$ cat src/rtl/core/pgts_pkg.sv
// pgts_pkg: shared constants, codes and the queue entry type of the probe grid sampler
// no dependencies; imported by the front, queue, back and top-level modules

package pgts_pkg;

   // grid geometry
   localparam int GRID_X     = 16;
   localparam int GRID_Y     = 16;
   localparam int GRID_Z     = 16;
   localparam int DIRECTIONS = 8;

   localparam int GRID_MAX_XY = (GRID_X > GRID_Y) ? GRID_X : GRID_Y;
   localparam int GRID_MAX    = (GRID_MAX_XY > GRID_Z) ? GRID_MAX_XY : GRID_Z;
   localparam int COORD_W     = (GRID_MAX > 1) ? $clog2(GRID_MAX) : 1;

   // field widths
   localparam int POS_W   = 32;
   localparam int CPU_W   = 24;
   localparam int CHAN_W  = 5;
   localparam int PROBE_W = 12;
   localparam int VALUE_W = 16;
   localparam int FRAC_W  = 16;
   localparam int ADDR_W  = PROBE_W + CHAN_W;
   localparam int STORE_DEPTH = 1 << ADDR_W;

   // configuration port
   localparam int CSR_INDEX_W = 3;
   localparam int CSR_DATA_W  = 32;

   localparam logic [CSR_INDEX_W-1:0] CSR_ORIGIN_X = 3'd0;
   localparam logic [CSR_INDEX_W-1:0] CSR_ORIGIN_Y = 3'd1;
   localparam logic [CSR_INDEX_W-1:0] CSR_ORIGIN_Z = 3'd2;
   localparam logic [CSR_INDEX_W-1:0] CSR_CPU_X    = 3'd3;
   localparam logic [CSR_INDEX_W-1:0] CSR_CPU_Y    = 3'd4;
   localparam logic [CSR_INDEX_W-1:0] CSR_CPU_Z    = 3'd5;

   localparam logic [CPU_W-1:0] CPU_RESET = 24'h010000;

   // request kinds
   localparam logic KIND_WRITE  = 1'b0;
   localparam logic KIND_SAMPLE = 1'b1;

   // command queue
   localparam int QUEUE_DEPTH = 4;
   localparam int QPTR_W      = $clog2(QUEUE_DEPTH);

   typedef struct packed {
      logic                             kind;
      logic [CHAN_W-1:0]                chan;
      logic [PROBE_W-1:0]               probe_index;
      logic signed [VALUE_W-1:0]        write_value;
      logic [2:0][COORD_W-1:0]          lo;
      logic [2:0][COORD_W-1:0]          hi;
      logic [2:0][FRAC_W-1:0]           frac;
   } pgts_cmd_type;

endpackage

$ cat src/rtl/core/pgts_queue.sv
// pgts_queue: short command queue between the front and back parts
// depends on pgts_pkg for the entry type and depth

module pgts_queue (
   input  logic                    clock,
   input  logic                    reset,
   input  logic                    push,
   input  pgts_pkg::pgts_cmd_type  push_data,
   output logic                    full,
   input  logic                    pop,
   output pgts_pkg::pgts_cmd_type  pop_data,
   output logic                    empty
);
   import pgts_pkg::*;

   pgts_cmd_type        entry_ff [QUEUE_DEPTH];
   logic [QPTR_W-1:0]   wr_ptr_ff, wr_ptr_in;
   logic [QPTR_W-1:0]   rd_ptr_ff, rd_ptr_in;
   logic [QPTR_W:0]     count_ff, count_in;

   assign full     = (count_ff == (QPTR_W+1)'(QUEUE_DEPTH));
   assign empty    = (count_ff == '0);
   assign pop_data = entry_ff[rd_ptr_ff];

   always_comb begin
      wr_ptr_in = push ? wr_ptr_ff + 1'b1 : wr_ptr_ff;
      rd_ptr_in = pop  ? rd_ptr_ff + 1'b1 : rd_ptr_ff;
      count_in  = count_ff;
      if (push && !pop) begin
         count_in = count_ff + 1'b1;
      end else if (pop && !push) begin
         count_in = count_ff - 1'b1;
      end
   end

   always_ff @(posedge clock) begin
      if (reset) begin
         wr_ptr_ff <= '0;
         rd_ptr_ff <= '0;
         count_ff  <= '0;
      end else begin
         wr_ptr_ff <= wr_ptr_in;
         rd_ptr_ff <= rd_ptr_in;
         count_ff  <= count_in;
      end
   end

   always_ff @(posedge clock) begin
      if (push) begin
         entry_ff[wr_ptr_ff] <= push_data;
      end
   end

   a_count_bound: assert property (@(posedge clock) disable iff (reset)
      count_ff <= (QPTR_W+1)'(QUEUE_DEPTH))
      else $error("queue count beyond depth");

   a_no_overflow: assert property (@(posedge clock) disable iff (reset)
      push |-> (!full || pop))
      else $error("push into a full queue");

   a_no_underflow: assert property (@(posedge clock) disable iff (reset)
      pop |-> !empty)
      else $error("pop from an empty queue");

endmodule

$ cat config.mk
export PLATFORM = sky130hd
export DESIGN_NAME = pgts_queue
export DESIGN_NICKNAME = d
export VERILOG_FILES = /design/src/rtl/core/pgts_pkg.sv /design/src/rtl/core/pgts_queue.sv
export SDC_FILE = /design/constraint.sdc
export NUM_CORES = 1
export LEC_CHECK = 0
export ABC_CLOCK_PERIOD_IN_PS = 4500
export BUFFER_PORTS_ARGS = -buffer_cell sky130_fd_sc_hd__buf_2
export CAP_MARGIN = 0
export CORE_MARGIN = 10
export CORE_UTILIZATION = 50
export CTS_CLUSTER_SIZE = 40
export DETAILED_ROUTE_END_ITERATION = 16
export GPL_ROUTABILITY_DRIVEN = 0
export GPL_TIMING_DRIVEN = 1
export PLACE_DENSITY = 0.82
export SYNTH_ARGS = -nofsm -noshare
export SYNTH_HDL_FRONTEND = slang
export SYNTH_SLANG_ARGS = --single-unit
export TNS_END_PERCENT = 10
$ cat constraint.sdc
create_clock -name clock -period 4.5 [get_ports clock]
set_clock_uncertainty 0.2 [all_clocks]
set_input_delay 1.125 -clock clock [delete_from_list [all_inputs] [get_ports clock]]
set_output_delay 1.125 -clock clock [all_outputs]
set_load 0.02 [all_outputs]
After elaboration in Yosys (flattened, before gate mapping)
Memories as Yosys holds them, arrays and structs flattened. A register that Yosys moved wholly into a read port is not among the register bits.
Cells that the tools add are included.
Widths: inputs -> output; s select.
{ "classes": {"div": 0, "muxes": 6, "reduce_logical": 6, "bitwise_logic": 0, "n_mul": 0, "addsub": 4, "n_shift": 0, "order_cmp": 0, "eq_ne": 1} }
{ "op_table": {"columns": ["operator", "count"], "rows": [
  ["$mux 3", 2],
  ["$add 2x1->2 const B", 2],
  ["$mux 2", 2],
  ["$add 3x1->3 const B", 1],
  ["$eq 3x3->1 const B", 1],
  ["$logic_not 3->1", 1],
  ["$sub 3x1->3 const B", 1],
  ["$logic_and 1x1->1", 2],
  ["$logic_not 1->1", 2],
  ["$mux 1", 2],
  ["$reduce_bool 2->1", 1]
]} }
{ "word_totals": {"out_inout_bits": 108, "word_cells": 21, "input_bits": 110, "ram_bits": 424, "n_memories": 1, "latchBits": 0, "regBits": 7, "mem_bits_ro": 0} }
{ "mem_list": {"columns": ["memory", "words", "word_bits", "read_ports", "rd_clocked_by_memory_dff", "wr", "line_no", "source"], "rows": [
  ["entry_ff", 4, 106, 1, 1, 1, "pgts_queue.sv:16", "pgts_cmd_type entry_ff [QUEUE_DEPTH];"]
]} }

Depth between registers and ports, before layout
{ "logic_depth": {"depth_word": 4, "depth_mapped": 7, "mapped_depth_nobuf": 7} }

Worst setup path after synthesis
No wires, ideal clock.
{ "synth_timing": {"kind": "in2reg", "startpoint": "in push", "endpoint": "mem entry_ff[0][0] (netlist bit), enable pin", "path_buffers": 0, "setup_ps": 477, "path_stages": 1, "t_required_ps": 3823, "arrival_time_ps": 3568, "slack_ps": 256, "path_cell_list": "and2_1"} }
{ "synth_between": {"elab_chain_cells": 2} }
{ "synth_rtl": {"columns": ["item", "line_no", "source"], "rows": [
  ["start: declaration", "pgts_queue.sv:7", "input logic push,"],
  ["$mux 1", "pgts_queue.sv:49", "if (push) begin"],
  ["$mux 1 (not written as such)", "pgts_queue.sv:50", "entry_ff[wr_ptr_ff] <= push_data;"],
  ["end: declaration", "pgts_queue.sv:16", null]
]} }
No other way between the ends.

==> key figures <==
GRT
  • Largest net degree at the start of global routing: 53
  • Remaining Overflow, GRT: 0
  • First-pass GRT wire length: 45.5 mm
  • GRT Resource Usage Total: 0.153
  • Initial antenna violation count: 10
  • Number of global-route vias before repair: 7527

STA
  • Slew HR: 0.494
  • Max Freq: 281 MHz
  • Unrepaired setup endpoints after global routing: no
  • Fin. Hold Viols: 0
  • Final Cycle Share: 0.792
  • Setup TNS: 0 ns
  • Max-slew violation count: 0
  • Tmin final: 3.56 ns
  • Slew of the pin with the lowest slew margin: 0.758 ns
  • # setup viols final: 0

Pwr
  • Power per Cell Area: between 400 and 500 nW/um^2
  • Peak VDD IR: 377 uV
  • PnR Total Power: 8.89 mW
  • LEAKAGE: 6.27 nW

Synth
  • Sequential area share after synthesis: 0.822
  • #FFs+latches synth: 433
  • Synth unique cells: 21
  • Synth warn: 0
  • Synthesized Nets: 714
  • Post-synthesis cell count: around 600
  • Syn Area/Cell: between 20 and 30 sq um
  • Post-synth design cell area: 15700 sq um

Finish
  • Final core occ: 0.605
  • Layout area overhead: 18.6%
  • Nets: slightly below 1000
  • Fraction of layout cells with a size suffix above 1: 0.452

Drt
  • Wire per inst: 23.2 microns
  • DRC: 0
  • Via count: 7035
  • Vias per cell: roughly 5.5
  • Drt total wl: 29.8 mm
  • Antenna viol nets, final: 0
  • 1st-iter DRT viols: 474
  • Pre-antenna DRT Iters: 6

Floorplan
  • # rows: 64
  • I/O pin cnt: roughly 220
  • Die Width: 197 microns
  • Initial core utilization: 0.510
  • Die Ht: 197 microns
  • CORE AREA: 30800 sq um
  • Die ar.: 38900 sq um

Critical path
  • CP Launch Type: flip-flop
  • Req. time, crit path: 3.17 ns
  • Delay-heaviest family, CP: flip-flops
  • WP buf/inv: 2
  • WS Path Type: reg2out
  • Slowest-stage cell, CP: dfxtp_4
  • Worst-path maximum fanout: 43
  • Critical Path AT: 2.24 ns
  • CP cell instances: buf_4 -> mux4_2 -> buf_2
  • Crit. End Element: output pin
  • Crit-path max cell delay: 0.78 ns

Clock network
  • CTS tree: built
  • Max Root-Sink Buffers: 3
  • Num CTS Buffers: 43
  • H-tree levels: 2
  • CTS clk-pin slew, worst paths: 0.05 ns
  • PostCTS Resize Cnt: 0
  • CTS sink count: 433
  • Clock latency on the worst-skew pair: 0.50 ns
  • Post-CTS setup buffer count: 0
  • Root buffer cell: clkbuf_16
  • Post-CTS Hold Buffers: 0

Place
  • Input/output buffers: 217
  • DP Wirelength: 19.1 mm

Min path
  • Worst min path class: reg2reg

Status
  • Status: finished clean

Run
  • Max_cap viols: 0
==> per-stage QoR <==
step | hold WS [ns] | setup slack [ns] | instance area [sq um] | cells
final | 0.331 | 0.937 | 18600 | 1286
after global routing | 0.366 | 0.817 | 18600 | 1282
after CTS | 0.334 | 0.847 | 18600 | 1279
after detailed placement | 0.318 | 1.42 | 17300 | 1203
after global placement | 0.280 | 1.46 | 17300 | 1203
after floorplan | 0.266 | 0.256 | 15700 | 598
==> routing by layer <==
layer  routed length (microns)  GRT usage  part of all wire
met3                      2640     0.0555             0.088
met1                     11800      0.197              0.40
met2                     14800      0.244              0.50
met4                       477     0.0353             0.016
met5                        54          0            0.0018
==> layout make-up <==
type                       count  area (sq um)
sequential                   433         12900
clock buffer                  57          1170
fill                        2075         12200
multi-input combinational    136          2630
tap                          396           495
inverter                       4          15.0
antenna                        7          17.5
timing repair buffer         234          1290
clock inverter                19           110
==> final timing paths <==
kind | slack, ns | cells past startpoint | startpoint | endpoint
hold / removal | 0.33 | 2 | rd_ptr_ff[0] | rd_ptr_ff[0]
hold reg to reg | 0.33 | 2 | rd_ptr_ff[0] | rd_ptr_ff[0]
setup reg to reg | 2.27 | 4 | wr_ptr_ff[0] | entry_ff[2][21]
setup / recovery | 0.94 | 3 | flip-flop | pop_data[27]
==> registers in the layout (all words and copies together) (netlist names), named ones only <==
register,flops
wr_ptr_ff,2
rd_ptr_ff,2
count_ff,3
entry_ff,424
==> cell usage after synthesis <==
library cell | instances | area, sq um
ha_1 | 5 | 62.6
a21oi_1 | 1 | 5.00
xor2_1 | 3 | 26.3
and2_1 | 4 | 25.0
nor3b_1 | 1 | 7.51
nor3_1 | 1 | 5.00
xnor2_1 | 2 | 17.5
mux4_2 | 106 | 2390
nor2_1 | 7 | 26.3
or3_1 | 1 | 6.26
o21ai_0 | 1 | 5.00
nand2_1 | 1 | 3.75
buf_6 | 1 | 11.3
buf_8 | 5 | 75.1
inv_1 | 4 | 15.0
clkbuf_1 | 7 | 26.3
mux2i_1 | 2 | 20.0
fa_1 | 1 | 20.0
buf_2 | 12 | 60.1
dfxtp_1 | 9 | 180
edfxtp_1 | 424 | 12700
==> power breakdown <==
part | internal (mW) | total, mW | switching [mW] | leakage (nW)
Sequential | 4.63 | 4.69 | 0.0611 | 3.97
Clock | 1.88 | 3.24 | 1.36 | 0.628
Combinational | 0.388 | 0.955 | 0.567 | 1.67
==> worst register-to-register path: cells and delay by family (launching register included) <==
family | cells | cell delay [ns]
simple gates | 1 | 0.61
fa+ha+maj | 1 | 0.14
buf+inv | 2 | 0.57
flops | 1 | 0.35
==> cells in the final DEF, fill, tap and decap left out <==
master     count
o21ai_0        1
clkbuf_1      12
inv_6          1
diode_2        7
xor2_1         3
fa_1           1
nor3_1         1
nand2_1        1
and2_4         4
clkinv_1      11
inv_1          4
nor2_1         7
mux2i_1        2
buf_2        217
buf_12         6
a21oi_1        1
clkinv_2       6
ha_1           5
nor3b_1        1
dfxtp_1        7
edfxtp_1     424
or3_1          1
xnor2_1        2
mux4_2       106
clkbuf_16     45
bufinv_16      1
dfxtp_4        2
buf_4         11
==> logic make-up (layout without fill, tap and decap cells) <==
logic type               after synthesis  after routing  synth area share
flip-flops                           433            433             0.822
multiplexers                         108            108             0.153
buffers and inverters                 29            314            0.0119
AND/OR/NAND/NOR                       15             15           0.00470
adder cells (fa/ha/maj)                6              6           0.00525
XOR/XNOR                               5              5           0.00279
AO/OA/AOI/OAI                          2              2          0.000636
other                                  0              7                 0
Note: power is estimated with default switching activity, not from simulation.
