==> src/rtl/core/pgts_pkg.sv <==
// pgts_pkg: shared constants, codes and the queue entry type of the probe grid sampler
// no dependencies; imported by the front, queue, back and top-level modules

package pgts_pkg;

   // grid geometry
   localparam int GRID_X     = 16;
   localparam int GRID_Y     = 16;
   localparam int GRID_Z     = 16;
   localparam int DIRECTIONS = 8;

   localparam int GRID_MAX_XY = (GRID_X > GRID_Y) ? GRID_X : GRID_Y;
   localparam int GRID_MAX    = (GRID_MAX_XY > GRID_Z) ? GRID_MAX_XY : GRID_Z;
   localparam int COORD_W     = (GRID_MAX > 1) ? $clog2(GRID_MAX) : 1;

   // field widths
   localparam int POS_W   = 32;
   localparam int CPU_W   = 24;
   localparam int CHAN_W  = 5;
   localparam int PROBE_W = 12;
   localparam int VALUE_W = 16;
   localparam int FRAC_W  = 16;
   localparam int ADDR_W  = PROBE_W + CHAN_W;
   localparam int STORE_DEPTH = 1 << ADDR_W;

   // configuration port
   localparam int CSR_INDEX_W = 3;
   localparam int CSR_DATA_W  = 32;

   localparam logic [CSR_INDEX_W-1:0] CSR_ORIGIN_X = 3'd0;
   localparam logic [CSR_INDEX_W-1:0] CSR_ORIGIN_Y = 3'd1;
   localparam logic [CSR_INDEX_W-1:0] CSR_ORIGIN_Z = 3'd2;
   localparam logic [CSR_INDEX_W-1:0] CSR_CPU_X    = 3'd3;
   localparam logic [CSR_INDEX_W-1:0] CSR_CPU_Y    = 3'd4;
   localparam logic [CSR_INDEX_W-1:0] CSR_CPU_Z    = 3'd5;

   localparam logic [CPU_W-1:0] CPU_RESET = 24'h010000;

   // request kinds
   localparam logic KIND_WRITE  = 1'b0;
   localparam logic KIND_SAMPLE = 1'b1;

   // command queue
   localparam int QUEUE_DEPTH = 4;
   localparam int QPTR_W      = $clog2(QUEUE_DEPTH);

   typedef struct packed {
      logic                             kind;
      logic [CHAN_W-1:0]                chan;
      logic [PROBE_W-1:0]               probe_index;
      logic signed [VALUE_W-1:0]        write_value;
      logic [2:0][COORD_W-1:0]          lo;
      logic [2:0][COORD_W-1:0]          hi;
      logic [2:0][FRAC_W-1:0]           frac;
   } pgts_cmd_type;

endpackage

==> src/rtl/core/pgts_front.sv <==
// pgts_front: configuration registers, request intake and grid-coordinate setup
// depends on pgts_pkg; feeds classified commands into pgts_queue

module pgts_front (
   input  logic                                   clock,
   input  logic                                   reset,
   input  logic                                   csr_write_en,
   input  logic [pgts_pkg::CSR_INDEX_W-1:0]       csr_index,
   input  logic [pgts_pkg::CSR_DATA_W-1:0]        csr_data,
   input  logic                                   req_valid,
   output logic                                   req_stall,
   input  logic                                   req_kind,
   input  logic signed [pgts_pkg::POS_W-1:0]      req_pos_x,
   input  logic signed [pgts_pkg::POS_W-1:0]      req_pos_y,
   input  logic signed [pgts_pkg::POS_W-1:0]      req_pos_z,
   input  logic [pgts_pkg::CHAN_W-1:0]            req_channel,
   input  logic [pgts_pkg::PROBE_W-1:0]           req_probe_index,
   input  logic signed [pgts_pkg::VALUE_W-1:0]    req_write_value,
   output logic                                   push,
   output pgts_pkg::pgts_cmd_type                 push_data,
   input  logic                                   full
);
   import pgts_pkg::*;

   typedef enum logic [1:0] {
      F_IDLE,
      F_DIFF,
      F_MUL,
      F_PUSH
   } front_state_type;

   localparam logic [8:0] SIZE_X = 9'(GRID_X);
   localparam logic [8:0] SIZE_Y = 9'(GRID_Y);
   localparam logic [8:0] SIZE_Z = 9'(GRID_Z);
   localparam logic signed [57:0] HALF = 58'sh80000000;

   function automatic logic [COORD_W-1:0] clamp_axis(input logic signed [26:0] c,
                                                     input logic [8:0] size);
      logic signed [26:0] top;
      top = $signed({18'd0, size - 9'd1});
      if (c < 27'sd0) begin
         return '0;
      end else if (c > top) begin
         return COORD_W'(size - 9'd1);
      end else begin
         return COORD_W'(c);
      end
   endfunction

   front_state_type state_ff, state_in;
   logic [1:0]  step_ff, step_in;

   logic signed [POS_W-1:0] origin_ff [3];
   logic [CPU_W-1:0]        cpu_ff [3];

   logic signed [POS_W-1:0] pos_ff [3];
   logic signed [POS_W:0]   diff_ff [3];
   logic signed [57:0]      prod_ff, prod_in;
   logic [COORD_W-1:0]      lo_ff [3];
   logic [COORD_W-1:0]      hi_ff [3];
   logic [FRAC_W-1:0]       frac_ff [3];
   logic                    kind_ff;
   logic [CHAN_W-1:0]       chan_ff;
   logic [PROBE_W-1:0]      pidx_ff;
   logic signed [VALUE_W-1:0] wval_ff;

   logic                    accept;
   logic signed [POS_W:0]   diff_sel;
   logic [CPU_W-1:0]        cpu_sel;
   logic signed [57:0]      prod_mul;
   logic [1:0]              clamp_axis_idx;
   logic [8:0]              clamp_size;
   logic signed [26:0]      cell_lo, cell_hi;

   assign req_stall = (state_ff != F_IDLE);
   assign accept    = req_valid && !req_stall;
   assign push      = (state_ff == F_PUSH) && !full;

   // configuration registers
   always_ff @(posedge clock) begin
      if (reset) begin
         for (int a = 0; a < 3; a++) begin
            origin_ff[a] <= '0;
            cpu_ff[a]    <= CPU_RESET;
         end
      end else if (csr_write_en) begin
         unique case (csr_index)
            CSR_ORIGIN_X: origin_ff[0] <= $signed(csr_data);
            CSR_ORIGIN_Y: origin_ff[1] <= $signed(csr_data);
            CSR_ORIGIN_Z: origin_ff[2] <= $signed(csr_data);
            CSR_CPU_X:    cpu_ff[0]    <= csr_data[CPU_W-1:0];
            CSR_CPU_Y:    cpu_ff[1]    <= csr_data[CPU_W-1:0];
            CSR_CPU_Z:    cpu_ff[2]    <= csr_data[CPU_W-1:0];
            default: ;
         endcase
      end
   end

   // one shared multiplier, one axis per cycle
   always_comb begin
      unique case (step_ff)
         2'd0:    begin diff_sel = diff_ff[0]; cpu_sel = cpu_ff[0]; end
         2'd1:    begin diff_sel = diff_ff[1]; cpu_sel = cpu_ff[1]; end
         default: begin diff_sel = diff_ff[2]; cpu_sel = cpu_ff[2]; end
      endcase
   end

   assign prod_mul = diff_sel * $signed({1'b0, cpu_sel});
   assign prod_in  = prod_mul + HALF;

   // clamp the axis multiplied in the previous cycle
   assign clamp_axis_idx = step_ff - 2'd1;

   always_comb begin
      unique case (clamp_axis_idx)
         2'd0:    clamp_size = SIZE_X;
         2'd1:    clamp_size = SIZE_Y;
         default: clamp_size = SIZE_Z;
      endcase
   end

   assign cell_lo = {prod_ff[57], prod_ff[57:32]};
   assign cell_hi = cell_lo + 27'sd1;

   always_comb begin
      state_in = state_ff;
      step_in  = step_ff;
      unique case (state_ff)
         F_IDLE: begin
            if (accept) begin
               state_in = (req_kind == KIND_SAMPLE) ? F_DIFF : F_PUSH;
            end
         end
         F_DIFF: begin
            state_in = F_MUL;
            step_in  = 2'd0;
         end
         F_MUL: begin
            step_in = step_ff + 2'd1;
            if (step_ff == 2'd3) begin
               state_in = F_PUSH;
            end
         end
         F_PUSH: begin
            if (!full) begin
               state_in = F_IDLE;
            end
         end
         default: state_in = F_IDLE;
      endcase
   end

   always_ff @(posedge clock) begin
      if (reset) begin
         state_ff <= F_IDLE;
         step_ff  <= 2'd0;
      end else begin
         state_ff <= state_in;
         step_ff  <= step_in;
      end
   end

   // datapath registers
   always_ff @(posedge clock) begin
      if (accept) begin
         kind_ff   <= req_kind;
         chan_ff   <= req_channel;
         pidx_ff   <= req_probe_index;
         wval_ff   <= req_write_value;
         pos_ff[0] <= req_pos_x;
         pos_ff[1] <= req_pos_y;
         pos_ff[2] <= req_pos_z;
      end
      if (state_ff == F_DIFF) begin
         for (int a = 0; a < 3; a++) begin
            diff_ff[a] <= {pos_ff[a][POS_W-1], pos_ff[a]}
                        - {origin_ff[a][POS_W-1], origin_ff[a]};
         end
      end
      if (state_ff == F_MUL) begin
         if (step_ff != 2'd3) begin
            prod_ff <= prod_in;
         end
         if (step_ff != 2'd0) begin
            lo_ff[clamp_axis_idx]   <= clamp_axis(cell_lo, clamp_size);
            hi_ff[clamp_axis_idx]   <= clamp_axis(cell_hi, clamp_size);
            frac_ff[clamp_axis_idx] <= prod_ff[31:16];
         end
      end
   end

   always_comb begin
      push_data.kind        = kind_ff;
      push_data.chan        = chan_ff;
      push_data.probe_index = pidx_ff;
      push_data.write_value = wval_ff;
      for (int a = 0; a < 3; a++) begin
         push_data.lo[a]   = lo_ff[a];
         push_data.hi[a]   = hi_ff[a];
         push_data.frac[a] = frac_ff[a];
      end
   end

endmodule

==> config.mk <==
export PLATFORM = sky130hd
export DESIGN_NAME = pgts_front
export DESIGN_NICKNAME = d
export VERILOG_FILES = /design/src/rtl/core/pgts_pkg.sv /design/src/rtl/core/pgts_front.sv
export SDC_FILE = /design/constraint.sdc
export NUM_CORES = 2
export LEC_CHECK = 0
export BUFFER_PORTS_ARGS = -buffer_cell sky130_fd_sc_hd__buf_2
export CAP_MARGIN = 40
export CORE_ASPECT_RATIO = 1.5
export CORE_MARGIN = 8
export CORE_UTILIZATION = 55
export CTS_CLUSTER_SIZE = 16
export DETAILED_ROUTE_END_ITERATION = 8
export PLACE_DENSITY = 0.82
export SYNTH_ARGS = -nofsm -noshare
export SYNTH_HDL_FRONTEND = slang
export SYNTH_SLANG_ARGS = --single-unit
==> constraint.sdc <==
create_clock -name clock -period 12.33 [get_ports clock]
set_input_delay 1.8495 -clock clock [delete_from_list [all_inputs] [get_ports clock]]
set_output_delay 1.8495 -clock clock [all_outputs]
set_load 0.05 [all_outputs]
== Yosys cells after proc, flatten, opt, wreduce, memory -nomap -nowiden ==
Memories as Yosys holds them, arrays and structs flattened.
Index checks and enable logic that the tools add are counted.
Storage, ports and cells
  register bits: 96
  bits in writable memories: 435
  input bits: 170
  logic and storage cells: 113
  memories kept: 7
Memories
  diff_ff: words 3, bits a word 33, rd ports 3, clocked after Yosys merged registers in 0, write ports 3, RTL line pgts_front.sv:57  | logic signed [POS_W:0] diff_ff [3];
  origin_ff: words 3, bits a word 32, rd ports 3, clocked after Yosys merged registers in 0, write ports 3, RTL line pgts_front.sv:53  | logic signed [POS_W-1:0] origin_ff [3];
  pos_ff: words 3, bits a word 32, rd ports 3, clocked after Yosys merged registers in 0, write ports 3, RTL line pgts_front.sv:56  | logic signed [POS_W-1:0] pos_ff [3];
  cpu_ff: words 3, bits a word 24, rd ports 3, clocked after Yosys merged registers in 0, write ports 3, RTL line pgts_front.sv:54  | logic [CPU_W-1:0] cpu_ff [3];
  frac_ff: words 3, bits a word 16, rd ports 3, clocked after Yosys merged registers in 0, write ports 1, RTL line pgts_front.sv:61  | logic [FRAC_W-1:0] frac_ff [3];
  hi_ff: words 3, bits a word 4, rd ports 3, clocked after Yosys merged registers in 0, write ports 1, RTL line pgts_front.sv:60  | logic [COORD_W-1:0] hi_ff [3];
  1 more memories
Cells by class
  add/sub/neg operators: 7
  $mul: 1
  $lt $le $gt $ge: 4
  eq/ne operators: 14
  multiplexer cells: 55
  bitwise logic cells: 6
  reduce and logical (&&, ||, !) cells: 12
Operator list (number)
  $sub A32 B32 Y33: 3
  $mux W32: 3
  $mux W24: 3
  $pmux W33 S2: 1
  $add A58 B33 Y58 const B: 1
  $mul A33 B25 Y58: 1
  $pmux W24 S2: 1
  $mux W1: 33
  $mux W4: 8
  $add A26 B2 Y27 const B: 1
  $gt A27 B5 Y1 const B: 1
  $lt A27 B1 Y1 const B: 1
  $gt A26 B5 Y1 const B: 1
  $lt A26 B1 Y1 const B: 1
  $mux W2: 4
  $ne A2 B2 Y1 const B: 4
  $pmux W2 S4: 1
  $eq A2 B2 Y1 const B: 3
  $eq A3 B2 Y1 const B: 2
  $eq A3 B3 Y1 const B: 2
  $or A1 B1 Y1: 6
  $reduce_bool A2 Y1: 3
  $eq A2 B1 Y1 const B: 2
  $logic_not A2 Y1: 2
  9 further kinds: 11

== Depth between registers and ports, before layout ==
  depth in word-level cells: 6
  gate-level depth with buffers: 34
  mapped depth without buffers: 30

== Least setup slack after synthesis ==
No wires, ideal clock.
  path type: register to register
  start: register step_ff[0]
  end: register prod_ff[55] (data pin)
  setup time: 0.262 ns
  data arrival time: 8.268 ns
  required time: 12.068 ns
  path slack: 3.800 ns
  stages on the path, launching flop included: 32
  buffers on the path: 4
  clock period less this slack: 8.530 ns
  path through: dfxtp_1 -> inv_1 -> ha_1 -> buf_2 -> nor2_2 -> clkbuf_1 -> buf_1 -> a21oi_1 -> clkbuf_1 -> nor2_1 -> fa_1 -> fa_1 -> inv_1 -> fa_1 -> inv_1 -> fa_1 -> fa_1 -> fa_1 -> inv_1 -> fa_1 -> inv_1 -> ha_1 -> a21o_1 -> a21o_1 -> a21o_1 -> a21o_1 -> a21oi_1 -> o31ai_1 -> a21o_1 -> a21oi_1 -> o21bai_1 -> xor2_1
On the way
  word-level cells in the longest chain between the ends: 4
  elaborated cells on any way between the ends: 6
  those cells by class: 1 x add/sub; 1 x mul; 1 x eq/ne; 2 x mux; 1 x reduce/logical
Ends and longest elaborated chain
  start: declaration: RTL line pgts_front.sv:51  | logic [1:0] step_ff, step_in;
  start signal: assignment: RTL line pgts_front.sv:159  | step_ff <= step_in;
  $eq A2 B1 Y1 or $logic_not A2 Y1 (tied branches): RTL line pgts_front.sv:101  | unique case (step_ff)
  $pmux W33 S2 or $pmux W24 S2 (tied branches): RTL line pgts_front.sv:101
  $mul A33 B25 Y58 *: RTL line pgts_front.sv:108  | assign prod_mul = diff_sel * $signed({1'b0, cpu_sel});
  $add A58 B33 Y58 *: RTL line pgts_front.sv:109  | assign prod_in = prod_mul + HALF;
  via prod_in[55]: RTL line pgts_front.sv:58  | logic signed [57:0] prod_ff, prod_in;
  end signal: assignment: RTL line pgts_front.sv:182  | prod_ff <= prod_in;
  end: declaration: RTL line pgts_front.sv:58
Mark *: on every way through the listed nets, which the timed path passes. The rest lies on a longest branch.
A chain may end at the register's enable or synchronous reset.

== Final worst setup path ==
  start: register step_ff[1]
  end: register prod_ff[57] (data pin)
The elaborated chain is that of the path after synthesis.

==> flow_summary.yaml <==
logic_synthesis:
  syn_avg_cell_area_um2: 10.6
  synth_flop_cell: "edfxtp_1"
  syn_inst: 4746
  yosys_warnings: 0
  async_reset_ff_frac: 0
  synthTopCellsByArea: "fa_1 (32%), edfxtp_1 (31%), inv_1 (7.9%)"
  synth_cell_type_count: 81
  syn_nets: 6021
  synth_top_area_frac: 0.324
  synth-edff-count: 511
  synth_area_um2: 50100
  ys_seq_area_frac: 0.308
  yosys.area.top_type: "fa_1"
  ys_ff_latch: 515
cts:
  ctsResizeCount: 0
  numCtsBuffers: 49
  hold_buffers: 0
  clock-sinks: 515
  max-clock-path-buffers: 3
  cts_root_buf: "clkbuf_16"
  post_cts_buffers: 0
  insertion_delay_ns: 0.67
  cts.clk_slew.worst_paths_ns: 0.07
  htree_levels: 2
  cts_tree: "yes"
run:
  max-cap-violations: 0
floorplan:
  initial_core_util: 0.555
  die_area_um2: 101000
  dieWidth_um: 262
  io_pins: 278
  coreArea_um2: 90400
  row_count: 135
  fp.dieH_um: 386
global_route:
  grt_overflow: 0
  grt_pass1_vias: 38935
  grt_max_degree: 74
  track_usage: 0.269
  antenna_found_initial: 2
  grt_pass1_wl_um: 211000
placed_design:
  routabilityCongestion: 0.982
  io_buffers: 277
  place_area_um2: 53300
  dp_hpwl_um: 107000
  placed_cells_incl_taps: 6105
setup_path:
  crit_type: "flop to flop"
  crit_required_ns: 12.74
  timing.rr.end: "prod_ff[57]$_DFFE_PP_"
  start_kind: "flop"
  r2r-start: "step_ff[1]$_SDFFE_PP0P_"
  endpoint_kind: "flop"
  rrSetupSlack_ns: 1.95
  r2r_cells: 27
  path_max_fanout: 61
  cp.arrival_ns: 10.78
route:
  vias: 35224
  drt_wl_total_um: 134000
  wl_per_cell_um: 21.7
  drcViolationCount: 0
  drt_iter0_markers: 2730
  first_pass_iters: 6
  drt.antenna.violating_nets: 0
  avgViaCountPerCell: 5.69
layout:
  n_antenna_cell: 0
  fill_cells: 6955
  layout.cells.non_filler: 6195
  area_growth_pct: 9.69
  layout_commonest_cell: "inv_1"
  layout_common_cells: "inv_1 (1055), fa_1 (811), nor2_1 (590), edfxtp_1 (511), nand2_1 (351)"
  layout-drive-gt1-share: 0.104
  final_core_utilization: 0.608
  stdcell_area_um2: 55000
  finalNetCount: 6267
timing:
  period_needed_ns: 10.38
  rsz0062_at_grt: "no"
  slew-limit-headroom: 0.359
  period_share: 0.842
  fmax_mhz: 96.4
  hold_viol: 0
  slew_viol_final: 0
  setup_tns_ns: 0
  setup_viol: 0
  fin_worst_skew_ns: 0.0440
  tightest_slew_ns: 0.961
worst_hold_path:
  hp-start: "prod_ff[25]$_DFFE_PP_"
  hold_path_end: "frac_ff[1][9]$_DFFE_PP_"
  min_path_type: "flop to flop"
  min_path_cells: 0
run_status:
  outcome: "finished, final reports clean"
-- registers in the layout, summed over array words and instances, names as in the netlist --
register and count:
frac_ff 48, pos_ff 96, cpu_ff 72, state_ff 2, kind_ff 1, prod_ff 42, origin_ff 96, step_ff 2
lo_ff 12, pidx_ff 12, chan_ff 5, wval_ff 16, diff_ff 99, hi_ff 12
-- critical path, stage by stage (launching register included) --
cell and delay, ns:
dfxtp_1 0.42, inv_1 0.09, ha_2 0.21, nor2_4 0.69, buf_12 0.41, a21o_1 0.75, nand2_1 0.21, fa_1 0.60
fa_1 0.49, fa_1 0.49, fa_1 0.43, inv_1 0.10, fa_1 0.44, fa_1 0.54, inv_1 0.06, fa_1 0.53
inv_1 0.05, ha_1 0.33, a21oi_1 0.34, o211ai_1 0.23, nor4_2 0.68, a211oi_2 0.30, a221oi_2 0.56, a21boi_2 0.19
a211o_1 0.41, a221oi_4 0.32, o21bai_2 0.09, xnor2_1 0.13
-- per-layer routing --
metal / up-vias / part of all wire / track usage
met5: - / 0.000097 / 0
met4: 2 / 0.084 / 0.191
met3: 656 / 0.087 / 0.0584
met2: 1846 / 0.50 / 0.473
met1: 17356 / 0.33 / 0.286
li1: 15364 / - / -
-- through the flow --
stage | setup WS (ns) | hold WS (ns)
2_1_floorplan | 3.80 | 0.440
3_3_place_gp | 2.11 | 0.445
3_5_place_dp | 1.93 | 0.462
4_1_cts | 1.92 | 0.477
5_1_grt | 1.50 | 0.493
6_report | 1.95 | 0.474
-- synthesized netlist by cell type, types with 5 or more instances --
master and n:
a31oi_1 11, nor3_1 27, a22o_1 46, o31a_1 6
inv_1 1055, xor2_1 43, and2_1 75, a31o_2 6
a22oi_1 11, nand4_1 18, nand2_1 351, fa_1 811
a2111oi_0 5, o31ai_1 11, o22ai_1 8, o21ai_0 65
nand3_1 29, ha_1 294, nor2b_1 24, a211o_1 7
mux2i_1 5, or3_1 8, and3_1 16, nor2_1 592
o21a_1 23, a21oi_1 197, a211oi_1 7, or2_2 13
a21o_1 92, nand2b_1 25, o211ai_1 11, xnor2_1 86
edfxtp_1 511, clkbuf_1 147, and4_1 6, o21bai_1 12
buf_1 10, nor4_1 8
-- cells by family (layout without fill, tap and decap cells) --
| logic type | after synthesis | count (layout) | synth area share |
|---|---|---|---|
| compound gates | 561 | 561 | 0.0747 |
| xor+xnor | 129 | 129 | 0.0225 |
| fa+ha+maj | 1105 | 1105 | 0.397 |
| buf+inv | 1217 | 1502 | 0.0917 |
| flops | 515 | 515 | 0.308 |
| mux | 9 | 9 | 0.00190 |
| simple gates | 1210 | 1210 | 0.104 |
-- how the worst max path moves through the flow --
stage                                 start               endpoint  slack [ns]  cells past startpoint
floorplan           step_ff[0]$_SDFFE_PP0P_  prod_ff[55]$_DFFE_PP_        3.80                     31
detailed placement  step_ff[0]$_SDFFE_PP0P_  prod_ff[57]$_DFFE_PP_        1.93                     27
CTS                 step_ff[0]$_SDFFE_PP0P_  prod_ff[57]$_DFFE_PP_        1.92                     27
global route        step_ff[0]$_SDFFE_PP0P_  prod_ff[57]$_DFFE_PP_        1.50                     27
global placement    step_ff[0]$_SDFFE_PP0P_  prod_ff[57]$_DFFE_PP_        2.11                     27
finish              step_ff[1]$_SDFFE_PP0P_  prod_ff[57]$_DFFE_PP_        1.95                     27
-- final cells by class --
type                    count  area [um^2]  area share
clock inverters            36          372     0.00676
repair buffers            357         2150      0.0391
well taps                1164         1460      0.0265
inverters                1055         3960      0.0720
flip-flops and latches    515        15400       0.281
multi-input cells        3014        30400       0.552
clock buffers              54         1240      0.0227
Power is not shown: default switching activity piles up to over one toggle a cycle in this logic, so the estimate is an artifact.
